==> src/hw/rtl/cdq_pkg.sv <==
// cdq_pkg: shared constants, command codes and control/status types for the
// circular deque. No dependencies.
package cdq_pkg;

    localparam int DEPTH      = 16;
    localparam int DATA_WIDTH = 16;
    localparam int PTR_W      = $clog2(DEPTH);
    localparam int CNT_W      = $clog2(DEPTH + 1);
    localparam int CMD_W      = 2;
    localparam int OUT_RAW_W  = 1 + 2 * DATA_WIDTH + 2 + CNT_W;
    localparam int OUT_W      = ((OUT_RAW_W + 7) / 8) * 8;
    localparam int IN_W       = ((DATA_WIDTH + 7) / 8) * 8;

    typedef enum logic [CMD_W-1:0] {
        CMD_INS_FRONT = 2'd0,
        CMD_INS_REAR  = 2'd1,
        CMD_DEL_FRONT = 2'd2,
        CMD_DEL_REAR  = 2'd3
    } cmd_t;

    typedef struct packed {
        logic load_cmd;
        logic exec;
        logic load_out;
    } ctrl_t;

    typedef struct packed {
        logic out_free;
    } status_t;

endpackage

==> src/hw/rtl/cdq_ram.sv <==
// cdq_ram: generic RAM, one write port and two registered read ports.
// No dependencies.
module cdq_ram #(
    parameter int WIDTH = 16,
    parameter int DEPTH = 16
) (
    input  logic                     clk,
    input  logic                     we,
    input  logic [$clog2(DEPTH)-1:0] waddr,
    input  logic [WIDTH-1:0]         wdata,
    input  logic [$clog2(DEPTH)-1:0] raddr_a,
    output logic [WIDTH-1:0]         rdata_a,
    input  logic [$clog2(DEPTH)-1:0] raddr_b,
    output logic [WIDTH-1:0]         rdata_b
);

    logic [WIDTH-1:0] mem [DEPTH];

    always_ff @(posedge clk)
    begin
        if (we)
        begin
            mem[waddr] <= wdata;
        end
        rdata_a <= mem[raddr_a];
        rdata_b <= mem[raddr_b];
    end

endmodule

==> src/hw/rtl/cdq_ctrl.sv <==
// cdq_ctrl: sequencing state machine for the circular deque.
// Depends on cdq_pkg.
module cdq_ctrl (
    input  logic             clk,
    input  logic             rst_n,
    input  logic             in_valid,
    output logic             in_ready,
    input  cdq_pkg::status_t status,
    output cdq_pkg::ctrl_t   ctrl
);

    typedef enum logic [3:0] {
        ST_IDLE = 4'b0001,
        ST_EXEC = 4'b0010,
        ST_READ = 4'b0100,
        ST_LOAD = 4'b1000
    } state_t;

    state_t state_reg;
    state_t state_next;

    always_ff @(posedge clk or negedge rst_n)
    begin
        if (!rst_n)
        begin
            state_reg <= ST_IDLE;
        end
        else
        begin
            state_reg <= state_next;
        end
    end

    always_comb
    begin
        state_next    = state_reg;
        in_ready      = 1'b0;
        ctrl.load_cmd = 1'b0;
        ctrl.exec     = 1'b0;
        ctrl.load_out = 1'b0;
        case (state_reg)
            ST_IDLE:
            begin
                in_ready = 1'b1;
                if (in_valid)
                begin
                    ctrl.load_cmd = 1'b1;
                    state_next    = ST_EXEC;
                end
            end
            ST_EXEC:
            begin
                ctrl.exec  = 1'b1;
                state_next = ST_READ;
            end
            ST_READ:
            begin
                state_next = ST_LOAD;
            end
            ST_LOAD:
            begin
                if (status.out_free)
                begin
                    ctrl.load_out = 1'b1;
                    state_next    = ST_IDLE;
                end
            end
            default:
            begin
                state_next = ST_IDLE;
            end
        endcase
    end

endmodule

==> src/hw/rtl/cdq_dp.sv <==
// cdq_dp: deque datapath - pointers, count, capacity, store and result register.
// Depends on cdq_pkg and cdq_ram.
module cdq_dp (
    input  logic                          clk,
    input  logic                          rst_n,
    input  logic                          cfg_we,
    input  logic [cdq_pkg::CNT_W-1:0]     cfg_wdata,
    input  logic [cdq_pkg::CMD_W-1:0]     in_cmd,
    input  logic [cdq_pkg::DATA_WIDTH-1:0] in_value,
    input  cdq_pkg::ctrl_t                ctrl,
    output cdq_pkg::status_t              status,
    output logic                          out_valid,
    input  logic                          out_ready,
    output logic [cdq_pkg::OUT_W-1:0]     out_data
);

    localparam int PW = cdq_pkg::PTR_W;
    localparam int CW = cdq_pkg::CNT_W;
    localparam int DW = cdq_pkg::DATA_WIDTH;

    function automatic logic [PW-1:0] inc_wrap(input logic [PW-1:0] p,
                                               input logic [CW-1:0] cap);
        logic [CW:0] s;
        s = {1'b0, CW'(p)} + 1'b1;
        return (s >= {1'b0, cap}) ? '0 : s[PW-1:0];
    endfunction

    function automatic logic [PW-1:0] dec_wrap(input logic [PW-1:0] p,
                                               input logic [CW-1:0] cap);
        return (p == '0) ? PW'(cap - 1'b1) : p - 1'b1;
    endfunction

    cdq_pkg::cmd_t    cmd_reg;
    logic [DW-1:0]    value_reg;
    logic [PW-1:0]    front_reg, front_next;
    logic [PW-1:0]    rear_reg, rear_next;
    logic [CW-1:0]    occ_reg, occ_next;
    logic [CW-1:0]    cap_reg;
    logic             ok_reg, ok_next;
    logic             out_valid_reg;
    logic [cdq_pkg::OUT_W-1:0] out_data_reg;

    logic [CW-1:0]    cap_clamped;
    logic             wr_en;
    logic [PW-1:0]    wr_addr;
    logic [PW-1:0]    rd_rear_addr;
    logic [DW-1:0]    rd_front, rd_rear;
    logic [DW-1:0]    fv, rv;

    always_comb
    begin
        if (cfg_wdata == '0)
        begin
            cap_clamped = CW'(1);
        end
        else if (cfg_wdata > CW'(cdq_pkg::DEPTH))
        begin
            cap_clamped = CW'(cdq_pkg::DEPTH);
        end
        else
        begin
            cap_clamped = cfg_wdata;
        end
    end

    always_comb
    begin
        front_next = front_reg;
        rear_next  = rear_reg;
        occ_next   = occ_reg;
        ok_next    = 1'b0;
        wr_en      = 1'b0;
        wr_addr    = rear_reg;
        case (cmd_reg)
            cdq_pkg::CMD_INS_FRONT:
            begin
                wr_addr = dec_wrap(front_reg, cap_reg);
                if (occ_reg < cap_reg)
                begin
                    ok_next    = 1'b1;
                    wr_en      = 1'b1;
                    front_next = wr_addr;
                    occ_next   = occ_reg + 1'b1;
                end
            end
            cdq_pkg::CMD_INS_REAR:
            begin
                if (occ_reg < cap_reg)
                begin
                    ok_next   = 1'b1;
                    wr_en     = 1'b1;
                    rear_next = inc_wrap(rear_reg, cap_reg);
                    occ_next  = occ_reg + 1'b1;
                end
            end
            cdq_pkg::CMD_DEL_FRONT:
            begin
                if (occ_reg != '0)
                begin
                    ok_next    = 1'b1;
                    front_next = inc_wrap(front_reg, cap_reg);
                    occ_next   = occ_reg - 1'b1;
                end
            end
            cdq_pkg::CMD_DEL_REAR:
            begin
                if (occ_reg != '0)
                begin
                    ok_next   = 1'b1;
                    rear_next = dec_wrap(rear_reg, cap_reg);
                    occ_next  = occ_reg - 1'b1;
                end
            end
            default:
            begin
                ok_next = 1'b0;
            end
        endcase
    end

    always_ff @(posedge clk or negedge rst_n)
    begin
        if (!rst_n)
        begin
            front_reg <= '0;
            rear_reg  <= '0;
            occ_reg   <= '0;
            cap_reg   <= CW'(cdq_pkg::DEPTH);
            ok_reg    <= 1'b0;
        end
        else if (cfg_we)
        begin
            front_reg <= '0;
            rear_reg  <= '0;
            occ_reg   <= '0;
            cap_reg   <= cap_clamped;
        end
        else if (ctrl.exec)
        begin
            front_reg <= front_next;
            rear_reg  <= rear_next;
            occ_reg   <= occ_next;
            ok_reg    <= ok_next;
        end
    end

    always_ff @(posedge clk)
    begin
        if (ctrl.load_cmd)
        begin
            cmd_reg   <= cdq_pkg::cmd_t'(in_cmd);
            value_reg <= in_value;
        end
    end

    assign rd_rear_addr = dec_wrap(rear_reg, cap_reg);

    cdq_ram #(
        .WIDTH (DW),
        .DEPTH (cdq_pkg::DEPTH)
    ) u_ram (
        .clk     (clk),
        .we      (ctrl.exec & wr_en),
        .waddr   (wr_addr),
        .wdata   (value_reg),
        .raddr_a (front_reg),
        .rdata_a (rd_front),
        .raddr_b (rd_rear_addr),
        .rdata_b (rd_rear)
    );

    assign fv = (occ_reg == '0) ? '0 : rd_front;
    assign rv = (occ_reg == '0) ? '0 : rd_rear;

    always_ff @(posedge clk or negedge rst_n)
    begin
        if (!rst_n)
        begin
            out_valid_reg <= 1'b0;
        end
        else if (ctrl.load_out)
        begin
            out_valid_reg <= 1'b1;
        end
        else if (out_ready)
        begin
            out_valid_reg <= 1'b0;
        end
    end

    always_ff @(posedge clk)
    begin
        if (ctrl.load_out)
        begin
            out_data_reg <= cdq_pkg::OUT_W'({occ_reg,
                                             occ_reg == cap_reg,
                                             occ_reg == '0,
                                             rv, fv, ok_reg});
        end
    end

    assign status.out_free = !out_valid_reg || out_ready;
    assign out_valid       = out_valid_reg;
    assign out_data        = out_data_reg;

endmodule

==> src/hw/rtl/circular_deque.sv <==
// circular_deque: double-ended queue in a circular store, top level.
// Depends on cdq_pkg, cdq_ctrl, cdq_dp and cdq_ram.
// An accepted transaction passes the EXEC state (pointer update), the READ state
// (registered RAM read of the new front and rear words) and the LOAD state, which
// waits for a free output register; no new transaction is taken until LOAD ends.
// Reset: pointers and count cleared, capacity 16; store contents not cleared.
module circular_deque (
    input  logic                          clk,
    input  logic                          rst_n,
    input  logic                          cfg_we,
    input  logic [cdq_pkg::CNT_W-1:0]     cfg_wdata,     // capacity
    input  logic                          s_axis_tvalid,
    output logic                          s_axis_tready,
    input  logic [cdq_pkg::IN_W-1:0]      s_axis_tdata,  // value
    input  logic [cdq_pkg::CMD_W-1:0]     s_axis_tuser,  // command
    output logic                          m_axis_tvalid,
    input  logic                          m_axis_tready,
    // success, front_value, rear_value, is_empty, is_full, entry_count
    output logic [cdq_pkg::OUT_W-1:0]     m_axis_tdata
);

    cdq_pkg::ctrl_t   ctrl;
    cdq_pkg::status_t status;

    cdq_ctrl u_ctrl (
        .clk      (clk),
        .rst_n    (rst_n),
        .in_valid (s_axis_tvalid),
        .in_ready (s_axis_tready),
        .status   (status),
        .ctrl     (ctrl)
    );

    cdq_dp u_dp (
        .clk       (clk),
        .rst_n     (rst_n),
        .cfg_we    (cfg_we),
        .cfg_wdata (cfg_wdata),
        .in_cmd    (s_axis_tuser),
        .in_value  (s_axis_tdata[cdq_pkg::DATA_WIDTH-1:0]),
        .ctrl      (ctrl),
        .status    (status),
        .out_valid (m_axis_tvalid),
        .out_ready (m_axis_tready),
        .out_data  (m_axis_tdata)
    );

endmodule

==> config.mk <==
export PLATFORM = sky130hd
export DESIGN_NAME = circular_deque
export DESIGN_NICKNAME = d
export VERILOG_FILES = /design/src/hw/rtl/cdq_pkg.sv /design/src/hw/rtl/cdq_ram.sv /design/src/hw/rtl/cdq_ctrl.sv /design/src/hw/rtl/cdq_dp.sv /design/src/hw/rtl/circular_deque.sv
export SDC_FILE = /design/constraint.sdc
export NUM_CORES = 1
export LEC_CHECK = 0
export BUFFER_PORTS_ARGS = -buffer_cell sky130_fd_sc_hd__buf_4
export CAP_MARGIN = 20
export CELL_PAD_IN_SITES_DETAIL_PLACEMENT = 0
export CELL_PAD_IN_SITES_GLOBAL_PLACEMENT = 1
export CORE_MARGIN = 1
export CORE_UTILIZATION = 41
export CTS_CLUSTER_SIZE = 25
export DETAILED_ROUTE_END_ITERATION = 7
export MAX_ROUTING_LAYER = met4
export PLACE_DENSITY = 0.69
export REMOVE_ABC_BUFFERS = 1
export SLEW_MARGIN = 25
export SYNTH_ARGS = -nofsm -noshare
export SYNTH_HDL_FRONTEND = slang
export SYNTH_SLANG_ARGS = --single-unit
==> constraint.sdc <==
create_clock -name clk -period 4.1 [get_ports clk]
set_input_delay 0.82 -clock clk [delete_from_list [all_inputs] [get_ports clk]]
set_output_delay 0.82 -clock clk [all_outputs]
set_load 0.01 [all_outputs]
Word level (Yosys, flattened, before mapping) --
Memory sizes are Yosys's and may differ from the RTL's. A register that Yosys moved wholly into a read port is not among the register bits. Index checks and enable logic that the tools add are counted.
Storage, ports and cells: memories 1, bits in writable memories 256, flip-flop bits (word level) 82, bits of input ports 28, output and inout bits 42, logic and storage cells 99
Cells by class: bitwise operators 2, $add $sub $neg 7, muxes and demuxes 39, eq/ne operators 16, reduce and logical (&&, ||, !) cells 19, magnitude comparators 4
Memories:
- u_dp.u_ram.mem | words 16, width 16, read ports 2, clocked after Yosys merged registers in 2, write ports 1, line cdq_ram.sv:17 | logic [WIDTH-1:0] mem [DEPTH];
Operator list (count):
- two-way mux 4 bit | 15
- two-way mux 5 bit | 6
- one-hot mux 4 bit (2 select lines) | 2
- one-hot mux 4 bit (4 select lines) | 1
- two-way mux 1 bit | 13
- inequality test 3 x 2 -> 1 bit (second input constant) | 4
- subtractor 4 x 1 -> 4 bit (second input constant) | 3
- adder 4 x 1 -> 5 bit (second input constant) | 2
- >= comparator 5 bit | 2
- zero test 5 bit | 2
- one-hot mux 5 bit (2 select lines) | 1
- zero test 4 bit | 2
- AND reduction 4 bit | 2
- inequality test 3 x 1 -> 1 bit (second input constant) | 2
- nonzero test 3 bit | 2
- adder 5 x 1 -> 5 bit (second input constant) | 1
- equality test 5 bit | 1
- > comparator 5 bit (second input constant) | 1
- < comparator 5 bit | 1
- nonzero test 5 bit | 1
- subtractor 5 x 1 -> 5 bit (second input constant) | 1
- equality test 2 bit (second input constant) | 2
- equality test 4 x 1 -> 1 bit (second input constant) | 1
- equality test 4 x 2 -> 1 bit (second input constant) | 1
- other kinds (14) | 18

Depth between registers and ports, before layout --
Gate-level depths: netlist of the first run.
word-level depth 7, gate-level depth with buffers 11, mapped depth without buffers 8

Modules after synthesis --
A second synthesis of the first run with hierarchy kept.
Second synthesis, totals: cell total of the unflattened synthesis 897, area total of the unflattened synthesis 16335.7 um^2
Modules (own cells, without submodules):
- cdq_ram | area each 12360.6 um^2, cells an instance 585, times used 1, seq. area each 8328.0 um^2
- cdq_dp | area each 3763.6 um^2, cells an instance 297, times used 1, seq. area each 2243.4 um^2
- cdq_ctrl | area each 211.5 um^2, cells an instance 15, times used 1, seq. area each 101.3 um^2

Worst setup path before layout of the first run --
OpenSTA, ideal clock, no wires.
path type flip-flop to flip-flop, start reg u_dp.front_reg[1], end mem u_dp.u_ram.mem[12][0], enable pin, arrival 3467 ps, period minus slack after synthesis 3876 ps, library setup time 409 ps, path buffers 3, cell stages (with the launch flop) 11, required time 3691 ps, path slack 224 ps, cells stage by stage dfrtp_1 > buf_2 > buf_2 > buf_1 > inv_1 > ha_1 > nor3b_1 > a21bo_1 > a31oi_2 > nand2_1 > nor3_1
Between the ends: longest elaborated chain between the ends 3, elaborated cells between the ends (all ways) 4, those cells by class add/sub (1); mux (2); reduce/logical (1)
RTL lines:
- start, declared | line cdq_dp.sv:35 | logic [PW-1:0] front_reg, front_next;
- start signal, assigned | line cdq_dp.sv:140 | front_reg <= front_next;
- subtractor 4 x 1 -> 4 bit / zero test 4 bit (equally long branches) | line cdq_dp.sv:30 | return (p == '0) ? PW'(cap - 1'b1) : p - 1'b1;
- two-way mux 4 bit (*) | line cdq_dp.sv:30
- two-way mux 4 bit (*) | line cdq_dp.sv:74 | case (cmd_reg)
- end, declared | line cdq_ram.sv:17
Every way passes the cells marked *; elsewhere a longest branch is shown, timed or not.

Worst setup path in the final report of the first run --
start reg u_dp.front_reg[2], end mem u_dp.u_ram.mem[12][2], enable pin
The elaborated chain is that of the path after synthesis.

==> results.md, run 1 <==
- Antenna Cells: 0
- Maximum clock insertion buffer count: 3
- Worst Clk Skew: about 0.023 ns
- Largest net degree at the start of global routing: 130
- Starting Density: 0.420
- Total chip power: approximately 11 mW
- Clock latency reported for the late side of the worst-skew pair: between 0.5 and 0.6 ns
- Worst reg2reg startpoint: u_dp.front_reg[2]
- Total CTS buffers: 43
- Setup repair after global routing missed its margin: no
- Worst reg-to-reg setup slack: 0.82 ns
- Upper clock frequency limit: 0.305 GHz
- Worst ir drop on vdd: between 0.2 and 0.3 mV
- Width of the chip: between 200 and 250 µm
- Cell count after placement: 1,932
- Non-filler instance count after layout: 2,012
- Count of buffers added by post-CTS timing repair for setup: 0
- Final weighted congestion of routability-driven global placement: between 0.7 and 0.8
- Post-route fraction of the period consumed by the critical path: 0.800
- Post-DRT Antenna Nets: 0
- Most frequently used cell type in the post-synthesis netlist: sky130_fd_sc_hd__mux2i_1
- Floorplan row count: 79
- Warnings from Yosys: 0
- Critical path required time: ~4.3 ns
- Final setup TNS: 0 ns
- Fraction of final layout cells sized beyond drive strength 1: 0.226
- Post-Place Cell Area: ~21,000 µm²
- Pre-antenna DRT Iters: 5
- Critical register-to-register path endpoint: u_dp.u_ram.mem[12][2]
- Sinks on the clock net: between 300 and 400
- Grt total ovfl: 0
- Routed length per instance: 24.4 µm
- Number of vias per cell: 5.74
- Setup Crit Path Kind: flip-flop to flip-flop
- Routed via count: roughly 12,000
- Count of endpoints failing setup in the final report: 0
- Wire length of the first global-routing pass: between 70 and 80 mm
- Proportion of synthesized flip-flops having asynchronous set or reset: 0.0649
- Total of max-cap violations: 0
- DP Worst Slack: between 0.8 and 0.9 ns
- Detailed placer's ending HPWL: 30.5 mm
- Post-Syn Instances: 1,296
- Post-Syn Area per Cell: around 15 µm²
- Master cell of the clock root buffer: sky130_fd_sc_hd__clkbuf_16
- GRT Resource Usage Total: 0.207
- Area leader, netlist: sky130_fd_sc_hd__edfxtp_1
- Vias in the first global route: about 12,000
- CP Data Arrival Time: between 3 and 4 ns
- Post-synth top flop: sky130_fd_sc_hd__edfxtp_1
- Depth of the worst register-to-register path: 6
- Post-synth EDFFs: 314
- Summed instance area of the synthesized netlist: 19,700 µm²
- Count of different cell masters after synthesis: between 60 and 70
- Critical path endpoint category: flip-flop
- Number of gates resized after CTS: 0
- I/O pins: 70
- DRT iter0 DRCs: 731
- Worst-case hold slack: 0.163 ns
- Crit path max fanout: 25
- Overall die height: 221 µm
- Post-detailed-routing wire length: ~49 mm
- CP Launch Type: flip-flop
- Total count of max-transition violations in the final report: 0
- Flip-flop and latch count after synthesis: 370
- Area added between synthesis and finish: 14.3%
- Post-layout utilization of the core: 0.480
- Biggest area contributors in the synthesized netlist: sky130_fd_sc_hd__edfxtp_1, sky130_fd_sc_hd__mux2i_1, sky130_fd_sc_hd__mux4_2
- Fraction of the yosys area taken by sequential cells: 0.542
- Final-layout fill cell count: slightly below 4,000
- Level count of the clock H-tree: 2
- Most used standard cells in the synthesized netlist: sky130_fd_sc_hd__mux2i_1, sky130_fd_sc_hd__edfxtp_1, sky130_fd_sc_hd__mux4_2
- Class of the tightest hold or removal check: input pin to asynchronous set/reset pin
- Final instance area: 22,500 µm²
- Largest register FFs: around 260
- Areal power density over the cells: 489 nW/µm²
- Core Box Area: around 47,000 µm²
- Buffers added on ports: between 60 and 70
- Least setup slack across all paths after layout: 0.819 ns
- Area share of the largest cell type after synthesis: 0.478
- Max-slew headroom: 0.299
- Antenna violations before repair: 0
- Result of the run: completed
- Leakage dissipation: about 7.8 nW
- Number of buffers inserted for hold repair after clock tree synthesis: 0
- DRC violation count after routing: 0
- Hold Violations, Final: 0
- Area of the die: between 40,000 and 50,000 µm²
- Transition time at the pin with the least slew margin: about 1.1 ns
- Minimum period implied by the final worst setup slack: between 3 and 4 ns
- Nets: around 1,400
- Clock tree from TritonCTS: yes
- Clock transition at the registers of the reported paths: roughly 0.060 ns
-- power by group --
| group | switching [mW] | internal [mW] | leakage [nW] |
|---|---|---|---|
| clock | 1.59 | 2.36 | 0.707 |
| combinational | 1.28 | 1.06 | 3.64 |
| sequential | 0.252 | 4.45 | 3.43 |
-- metal layers --
metal / global-route usage / vias to the layer above / part of all wire
met5: - / - / 0
met4: 0.0510 / 0 / 0.016
met3: 0.0226 / 63 / 0.033
met2: 0.337 / 215 / 0.49
met1: 0.279 / 6014 / 0.46
li1: - / 5259 / -
-- worst max path at each step --
stage                                  from  cells after the start  slack (ns)                    end
after floorplan            u_dp.rear_reg[0]                      7       -3.85  u_dp.u_ram.rdata_b[0]
after global placement    u_dp.front_reg[2]                      6        0.85   u_dp.u_ram.mem[8][1]
after detailed placement  u_dp.front_reg[2]                      6        0.85  u_dp.u_ram.mem[12][6]
after CTS                 u_dp.front_reg[2]                      6        0.83  u_dp.u_ram.mem[12][2]
after global routing      u_dp.front_reg[2]                      6        0.62  u_dp.u_ram.mem[12][2]
final                     u_dp.front_reg[2]                      6        0.82  u_dp.u_ram.mem[12][2]
-- logic make-up (layout without fill, tap and decap cells) --
kind of cell	after synthesis	in the layout	synth area share
buffers and inverters	108	217	0.0286
flip-flops	370	370	0.542
multiplexers	584	584	0.349
adder cells (fa/ha/maj)	24	24	0.0156
AND/OR/NAND/NOR	132	132	0.0368
AO/OA/AOI/OAI	71	71	0.0253
XOR/XNOR	7	7	0.00311
-- layout by cell type, fill, tap and decap left out, types with 5 or more instances in the layout --
cell                        Yosys  routed
sky130_fd_sc_hd__mux2i_1      485     485
sky130_fd_sc_hd__edfxtp_1     314     314
sky130_fd_sc_hd__buf_4          5     114
sky130_fd_sc_hd__mux4_2        80      80
sky130_fd_sc_hd__clkbuf_16      0      44
sky130_fd_sc_hd__nor2b_1       39      39
sky130_fd_sc_hd__dfxtp_1       32      32
sky130_fd_sc_hd__ha_1          23      21
sky130_fd_sc_hd__nand2_1       20      20
sky130_fd_sc_hd__dfrtp_1       22      19
sky130_fd_sc_hd__mux2_2        17      17
sky130_fd_sc_hd__inv_1         16      16
sky130_fd_sc_hd__a21oi_1       16      16
sky130_fd_sc_hd__nor2_1        21      11
sky130_fd_sc_hd__nor3_1        15       9
sky130_fd_sc_hd__nand2b_1       9       9
sky130_fd_sc_hd__o21ai_0        9       9
sky130_fd_sc_hd__nor2_2         0       8
sky130_fd_sc_hd__clkbuf_1      37       8
sky130_fd_sc_hd__nand3_1        7       7
sky130_fd_sc_hd__nor3_2         0       6
sky130_fd_sc_hd__clkinv_2       0       6
sky130_fd_sc_hd__bufinv_16      0       6
sky130_fd_sc_hd__clkinv_1       0       6
sky130_fd_sc_hd__buf_12         5       6
sky130_fd_sc_hd__a21o_1         5       5
sky130_fd_sc_hd__o31ai_1        5       5
sky130_fd_sc_hd__a211oi_1       5       5
-- worst max-delay path, stage by stage (launching register included) --
cell	delay, ns
sky130_fd_sc_hd__dfrtp_2	0.74
sky130_fd_sc_hd__nor3b_1	0.62
sky130_fd_sc_hd__a21bo_1	0.30
sky130_fd_sc_hd__a31oi_2	0.44
sky130_fd_sc_hd__nand2_1	0.25
sky130_fd_sc_hd__nor3_2	0.22
sky130_fd_sc_hd__buf_4	0.34
-- cell type report --
| type | count | area (µm²) | share of cell area |
|---|---|---|---|
| flip-flops and latches | 370 | 10700 | 0.474 |
| multi-input cells | 818 | 8590 | 0.381 |
| clock buffers | 52 | 1130 | 0.0502 |
| repair buffers | 120 | 976 | 0.0433 |
| well taps | 607 | 759 | 0.0337 |
| clock inverters | 28 | 325 | 0.0144 |
| inverters | 17 | 63.8 | 0.00283 |
(Power assumes the default switching activity.)
==> run 2, diff against run 1 <==
- ABC_AREA: not set -> 1
- PLACE_DENSITY: 0.69 -> 0.74
- clock period: 4.1 -> 2.8 ns (I/O delays scaled with it)
==> results.md, run 2 <==
- Result of the run: completed
- Most frequent cells in the layout: sky130_fd_sc_hd__nand3_1, sky130_fd_sc_hd__nand2_1, sky130_fd_sc_hd__inv_1
- GRT Resource Usage Total: 0.255
- Setup Crit Path Kind: flip-flop to flip-flop
- Crit path max fanout: 9
- Switching power total: 10.4 mW
- Hold Violations, Final: 0
- Dominant combinational cell family by area after synthesis: simple AND/OR/NAND/NOR gates
- Biggest area contributors in the synthesized netlist: sky130_fd_sc_hd__edfxtp_1, sky130_fd_sc_hd__nand3_1, sky130_fd_sc_hd__nand2_1
- Leakage dissipation: just over 9 nW
- Total of max-cap violations: 0
- Area leader, netlist: sky130_fd_sc_hd__edfxtp_1
- Flip-flop and latch count after synthesis: 370
- Critical path endpoint category: flip-flop
- Area of the die: roughly 45,000 µm²
- Part of the power in registers: 0.302
- Worst Clk Skew: roughly 0.016 ns
- Total CTS buffers: 42
- Final weighted congestion of routability-driven global placement: approximately 0.87
- Post-synth top flop: sky130_fd_sc_hd__edfxtp_1
- Antenna Cells: 0
- CP Data Arrival Time: between 2 and 3 ns
- Worst-path cell with the longest stage delay: sky130_fd_sc_hd__dfstp_2
- Master cell of the clock root buffer: sky130_fd_sc_hd__clkbuf_16
- Level count of the clock H-tree: 2
- Multiplexer area fraction after synthesis: 0
- Critical path required time: 3.05 ns
- Share of the synthesized area in compound gates (AO/OA/AOI/OAI): 0.0856
- Critical register-to-register path endpoint: u_dp.u_ram.mem[1][5]
- Least setup slack across all paths after layout: slightly above 0.2 ns
- Number of stages on the worst hold path: 1
- Core Box Area: about 43,000 µm²
- Fraction of the yosys area taken by sequential cells: 0.589
- Areal power density over the cells: between 1000 and 1500 nW/µm²
- Maximum clock insertion buffer count: 3
- Floorplan row count: between 70 and 80
- Post-Syn Instances: between 1,500 and 2,000
- Proportion of synthesized flip-flops having asynchronous set or reset: 0.0649
- Nets: between 2,000 and 2,500
- DRT iter0 DRCs: roughly 1,500
- Final setup TNS: 0 ns
- Width of the chip: 212 µm
- Number of vias per cell: 5.34
- Count of endpoints failing setup in the final report: 0
- Pre-antenna DRT Iters: 7
- Fraction of final layout cells sized beyond drive strength 1: 0.119
- Sinks on the clock net: 370
- Grt total ovfl: 0
- Max-slew headroom: 0.317
- Overall die height: 212 µm
- Most frequently used cell type in the post-synthesis netlist: sky130_fd_sc_hd__nand3_1
- Switching share of power: 0.438
- DP Worst Slack: between 0.2 and 0.25 ns
- Dominant delay contributor by cell family on the critical path: simple AND/OR/NAND/NOR gates
- Xor/xnor share of the synthesized area: 0.00532
- DRC violation count after routing: 0
- Routed length per instance: about 20 µm
- Largest net degree at the start of global routing: 133
- Post-DRT Antenna Nets: 0
- Worst reg-to-reg setup slack: 0.20 ns
- Largest register FFs: ~260
- Depth of the worst register-to-register path: 10
- Upper clock frequency limit: 0.385 GHz
- Share of total power in combinational logic: 0.463
- Wire length of the first global-routing pass: around 83 mm
- Area added between synthesis and finish: 17.0%
- Endpoint of the worst hold-timing path: u_dp.value_reg[8]
- Most common cell after layout, fill and taps aside: sky130_fd_sc_hd__nand3_1
- Post-detailed-routing wire length: ~54 mm
- Clock latency reported for the late side of the worst-skew pair: between 0.5 and 0.6 ns
- Clock tree from TritonCTS: yes
- Warnings from Yosys: 0
- Class of the tightest hold or removal check: input pin to flip-flop
- I/O pins: 70
- Count of different cell masters after synthesis: 36
- Buffers added on ports: 69
- Post-Syn Area per Cell: about 9.1 µm²
- Setup repair after global routing missed its margin: no
- Clock transition at the registers of the reported paths: around 0.060 ns
- Post-route fraction of the period consumed by the critical path: 0.927
- CP Launch Type: flip-flop
- Start point of the worst hold path: s_axis_tdata[8]
- Clock Power Share: 0.234
- Worst stage delay on the critical path: a little over 0.5 ns
- Worst reg2reg startpoint: u_dp.cap_reg[4]
- Summed instance area of the synthesized netlist: roughly 18,000 µm²
- Buffering stage count on the worst path with inverters included: 3
- Post-synthesis simple-gate area fraction: 0.204
- Post-synthesis share of cell area spent on full adders, half adders and majority gates: 0.0170
- Vias in the first global route: 13,844
- Total count of max-transition violations in the final report: 0
- Most used standard cells in the synthesized netlist: sky130_fd_sc_hd__nand3_1, sky130_fd_sc_hd__nand2_1, sky130_fd_sc_hd__inv_1
- Power Internal: 13.4 mW
- Critical Path, Cell by Cell: inv_1 > ha_1 > nand2_1 > inv_1 > nand4_1 > nand4_1 > nor2_1 > nand2_1 > nor2_2 > buf_4
- Transition time at the pin with the least slew margin: slightly above 1 ns
- Detailed placer's ending HPWL: between 30 and 40 mm
- Starting Density: 0.418
- Post-synth EDFFs: 314
- Worst ir drop on vdd: approximately 1.2 mV
- Antenna violations before repair: 0
- Minimum period implied by the final worst setup slack: between 2 and 3 ns
- Area share of the largest cell type after synthesis: 0.521
- Routed via count: between 10,000 and 15,000
run 2: cell count changes after synthesis, moves of 80 or more:
cell / before / now
sky130_fd_sc_hd__a21oi_1: 16 / 142
sky130_fd_sc_hd__inv_1: 16 / 338
sky130_fd_sc_hd__mux2i_1: 485 / 0
sky130_fd_sc_hd__mux4_2: 80 / 0
sky130_fd_sc_hd__nand2_1: 20 / 373
sky130_fd_sc_hd__nand3_1: 7 / 399
sky130_fd_sc_hd__o21ai_0: 9 / 146
run 2: kinds of logic after synthesis:
family                     after synthesis
buffers and inverters                  454
AOI/OAI and AO/OA                      303
xor gates and xnor gates                11
adders and majority gates               24
DFF                                    370
and+or+nand+nor                        833
run 2: cell type report:
type / instances / area [µm²]
clock buffer: 53 / 1160
clock inverter: 24 / 240
fill: 4087 / 22200
inverter: 341 / 1280
multi-input combinational: 1171 / 5740
sequential: 370 / 10700
tap: 585 / 732
timing repair buffer: 142 / 1360
run 2: power by group through the flow:
stage / clock network (mW) / registers [mW] / logic, mW
6_report: 5.58 / 7.21 / 11.1
5_1_grt: 5.87 / 7.26 / 12.1
4_1_cts: 5.67 / 7.20 / 10.9
3_5_place_dp: 0 / 7.32 / 10.9
3_3_place_gp: 0 / 7.30 / 10.8
2_1_floorplan: 0 / 7.34 / 6.04
run 2: layer usage:
layer  up-vias  routed length [µm]  share of wire  global-route usage
li1       6809                   -              -                   -
met1      6796               23000           0.42               0.335
met2       624               24800           0.46               0.391
met3       113                4750          0.088              0.0511
met4         0                1680          0.031              0.0930
met5         -                   0              0                   -
run 2: how the worst max path moves through the flow:
| stage | startpoint | to | slack [ns] | cells after the start |
|---|---|---|---|---|
| final | u_dp.cap_reg[4] | u_dp.u_ram.mem[1][5] | 0.20 | 10 |
| after global routing | u_dp.cap_reg[4] | u_dp.u_ram.mem[15][13] | 0.01 | 10 |
| after CTS | u_dp.cap_reg[4] | u_dp.u_ram.mem[0][15] | 0.21 | 10 |
| after detailed placement | u_dp.cap_reg[4] | u_dp.u_ram.mem[0][10] | 0.24 | 10 |
| after global placement | u_dp.cap_reg[4] | u_dp.u_ram.mem[0][5] | 0.25 | 10 |
| after floorplan | u_dp.front_reg[0] | u_dp.u_ram.mem[15][0] | -3.69 | 11 |
run 2: what timing repair did:
item	in CTS	in global routing
resized for setup	0	1
endpoints found under the setup margin	0	23
hold endpoints to repair	22	0
setup buffers	0	0
hold buffers	1	0
run 2: worst reg2reg max path, cell delays in order (launching register included):
cell	delay (ns)
sky130_fd_sc_hd__dfstp_2	0.51
sky130_fd_sc_hd__inv_1	0.07
sky130_fd_sc_hd__ha_1	0.33
sky130_fd_sc_hd__nand2_1	0.09
sky130_fd_sc_hd__inv_1	0.08
sky130_fd_sc_hd__nand4_1	0.12
sky130_fd_sc_hd__nand4_1	0.24
sky130_fd_sc_hd__nor2_1	0.22
sky130_fd_sc_hd__nand2_1	0.18
sky130_fd_sc_hd__nor2_2	0.21
sky130_fd_sc_hd__buf_4	0.24
run 2: metrics by stage:
step | hold slack, ns | instances | util | cell area, µm² | power (mW)
floorplan | 0.264 | 1882 | - | 17600 | 13.4
detailed placement | 0.435 | 2608 | 0.456 | 19800 | 18.2
global placement | 0.430 | 2608 | 0.456 | 19800 | 18.1
global route | 0.160 | 2686 | 0.489 | 21200 | 25.2
CTS | 0.147 | 2686 | 0.489 | 21200 | 23.8
finish | 0.167 | 2686 | 0.489 | 21200 | 23.8
==> run 3, diff against run 2 <==
- CORE_UTILIZATION: 41 -> 44
- PLACE_DENSITY: 0.74 -> 0.79
==> results.md, run 3 (synthesized netlist as in run 2, its figures left out) <==
- Sinks on the clock net: 370
- Setup repair after global routing missed its margin: yes
- Maximum clock insertion buffer count: 3
- CP Data Arrival Time: just under 3 ns
- Setup Crit Path Kind: flip-flop to flip-flop
- Worst Clk Skew: 0.0233 ns
- Least setup slack across all paths after layout: 0.145 ns
- Count of buffers added by post-CTS timing repair for setup: 0
- Areal power density over the cells: approximately 1100 nW/µm²
- CP Launch Type: flip-flop
- Floorplan row count: 73
- Post-layout utilization of the core: 0.521
- Total count of max-transition violations in the final report: 0
- Master cell of the clock root buffer: sky130_fd_sc_hd__clkbuf_16
- Clock latency reported for the late side of the worst-skew pair: approximately 0.57 ns
- Area added between synthesis and finish: 15.7%
- Nets: 2,111
- Count of endpoints failing setup in the final report: 0
- Starting Density: 0.451
- Minimum period implied by the final worst setup slack: 2.66 ns
- Routed via count: approximately 15,000
- Worst-case hold slack: approximately 0.16 ns
- Leakage dissipation: slightly above 9 nW
- Worst ir drop on vdd: between 1 and 1.5 mV
- Width of the chip: roughly 200 µm
- Grt total ovfl: 0
- Vias in the first global route: ~14,000
- Number of vias per cell: approximately 5.5
- Post-route fraction of the period consumed by the critical path: 0.948
- Post-detailed-routing wire length: ~54 mm
- Crit path max fanout: 16
- Post-DRT Antenna Nets: 0
- Critical path required time: ~3 ns
- Level count of the clock H-tree: 2
- Most common cell after layout, fill and taps aside: sky130_fd_sc_hd__nand3_1
- Wire length of the first global-routing pass: approximately 82 mm
- Met3 GRT Util: 0.0449
- Antenna Cells: 0
- Buffers added on ports: slightly below 70
- DRC violation count after routing: 0
- Clock tree from TritonCTS: yes
- Total of max-cap violations: 0
- Hold Violations, Final: 0
- Final weighted congestion of routability-driven global placement: a little under 0.9
- Class of the tightest hold or removal check: input pin to flip-flop
- Critical path endpoint category: flip-flop
- Final instance area: between 20,000 and 25,000 µm²
- Routed length per instance: a little over 20 µm
- Max-slew headroom: 0.355
- DP Worst Slack: approximately 0.16 ns
- Overall die height: 205 µm
- Post-Place Cell Area: 19,600 µm²
- Layer with the highest usage after global routing: met2
- Largest register FFs: between 200 and 300
- Result of the run: completed
- Met2 track demand over resource in global routing: 0.428
- GRT Resource Usage Total: 0.270
- DRT iter0 DRCs: ~1,600
- Antenna violations before repair: 0
- Most frequent cells in the layout: sky130_fd_sc_hd__nand3_1, sky130_fd_sc_hd__nand2_1, sky130_fd_sc_hd__inv_1
- Fraction of final layout cells sized beyond drive strength 1: 0.112
- Area of the die: around 42,000 µm²
- Largest net degree at the start of global routing: around 130
- Total CTS buffers: 41
- Detailed placer's ending HPWL: 33.6 mm
- Transition time at the pin with the least slew margin: approximately 0.97 ns
- Upper clock frequency limit: around 0.38 GHz
- I/O pins: 70
- Core Box Area: between 40,000 and 50,000 µm²
- Clock transition at the registers of the reported paths: around 0.06 ns
- Met1 Track Usage GR: 0.349
- Pre-antenna DRT Iters: 5
-- run 3: area by class of cell --
class / count / area [µm²]
sequential: 370 / 10700
fill: 3667 / 19200
multi-input combinational: 1171 / 5730
timing repair buffer: 134 / 1220
clock buffer: 54 / 1160
inverter: 341 / 1280
clock inverter: 22 / 213
tap: 525 / 657
-- run 3: through the flow --
stage | total power [mW] | cells | setup TNS [ns]
after detailed placement | 18.1 | 2540 | 0
after floorplan | 13.4 | 1882 | -995.96
after CTS | 23.6 | 2617 | 0
final | 23.7 | 2617 | 0
after global placement | 18.0 | 2540 | 0
after global routing | 24.9 | 2617 | -0.0111
-- run 3: what timing repair did --
action                     CTS  global route
resized for setup            0             1
hold buffers                 1             0
setup endpoints to repair    0             6
hold endpoints to repair    22             0
-- run 3: final timing paths --
path,to,slack [ns],depth (start not counted),startpoint
worst max-delay path,u_dp.u_ram.mem[10][13],0.14,10,u_dp.cap_reg[4]
min in group asynchronous,u_ctrl.state_reg[1],0.44,2,rst_n
worst min register to register,u_dp.out_data[0],0.45,0,u_dp.ok_reg
worst min-delay path,u_dp.value_reg[2],0.16,1,s_axis_tdata[2]
worst max register to register,u_dp.u_ram.mem[10][13],0.14,10,u_dp.cap_reg[4]
max in group asynchronous,u_dp.cap_reg[4],2.05,2,rst_n
-- run 3: layer usage --
metal	wire (µm)	up-vias
met4	1610	0
met2	25700	751
met5	0	-
li1	-	6785
met1	21900	6858
met3	5140	128
-- run 3: power breakdown --
part | total, mW | switching (mW) | internal [mW]
Clock | 5.48 | 2.20 | 3.28
Sequential | 7.23 | 0.482 | 6.75
Combinational | 11.0 | 7.74 | 3.21
-- run 3: critical path, stage by stage, from the launching register on --
cell                      delay, ns
sky130_fd_sc_hd__dfstp_2       0.51
sky130_fd_sc_hd__inv_1         0.08
sky130_fd_sc_hd__ha_1          0.34
sky130_fd_sc_hd__nand2_1       0.10
sky130_fd_sc_hd__inv_1         0.09
sky130_fd_sc_hd__nand4_1       0.12
sky130_fd_sc_hd__nand4_1       0.21
sky130_fd_sc_hd__a21oi_1       0.24
sky130_fd_sc_hd__nand2_1       0.26
sky130_fd_sc_hd__nor2_2        0.22
sky130_fd_sc_hd__buf_12        0.18
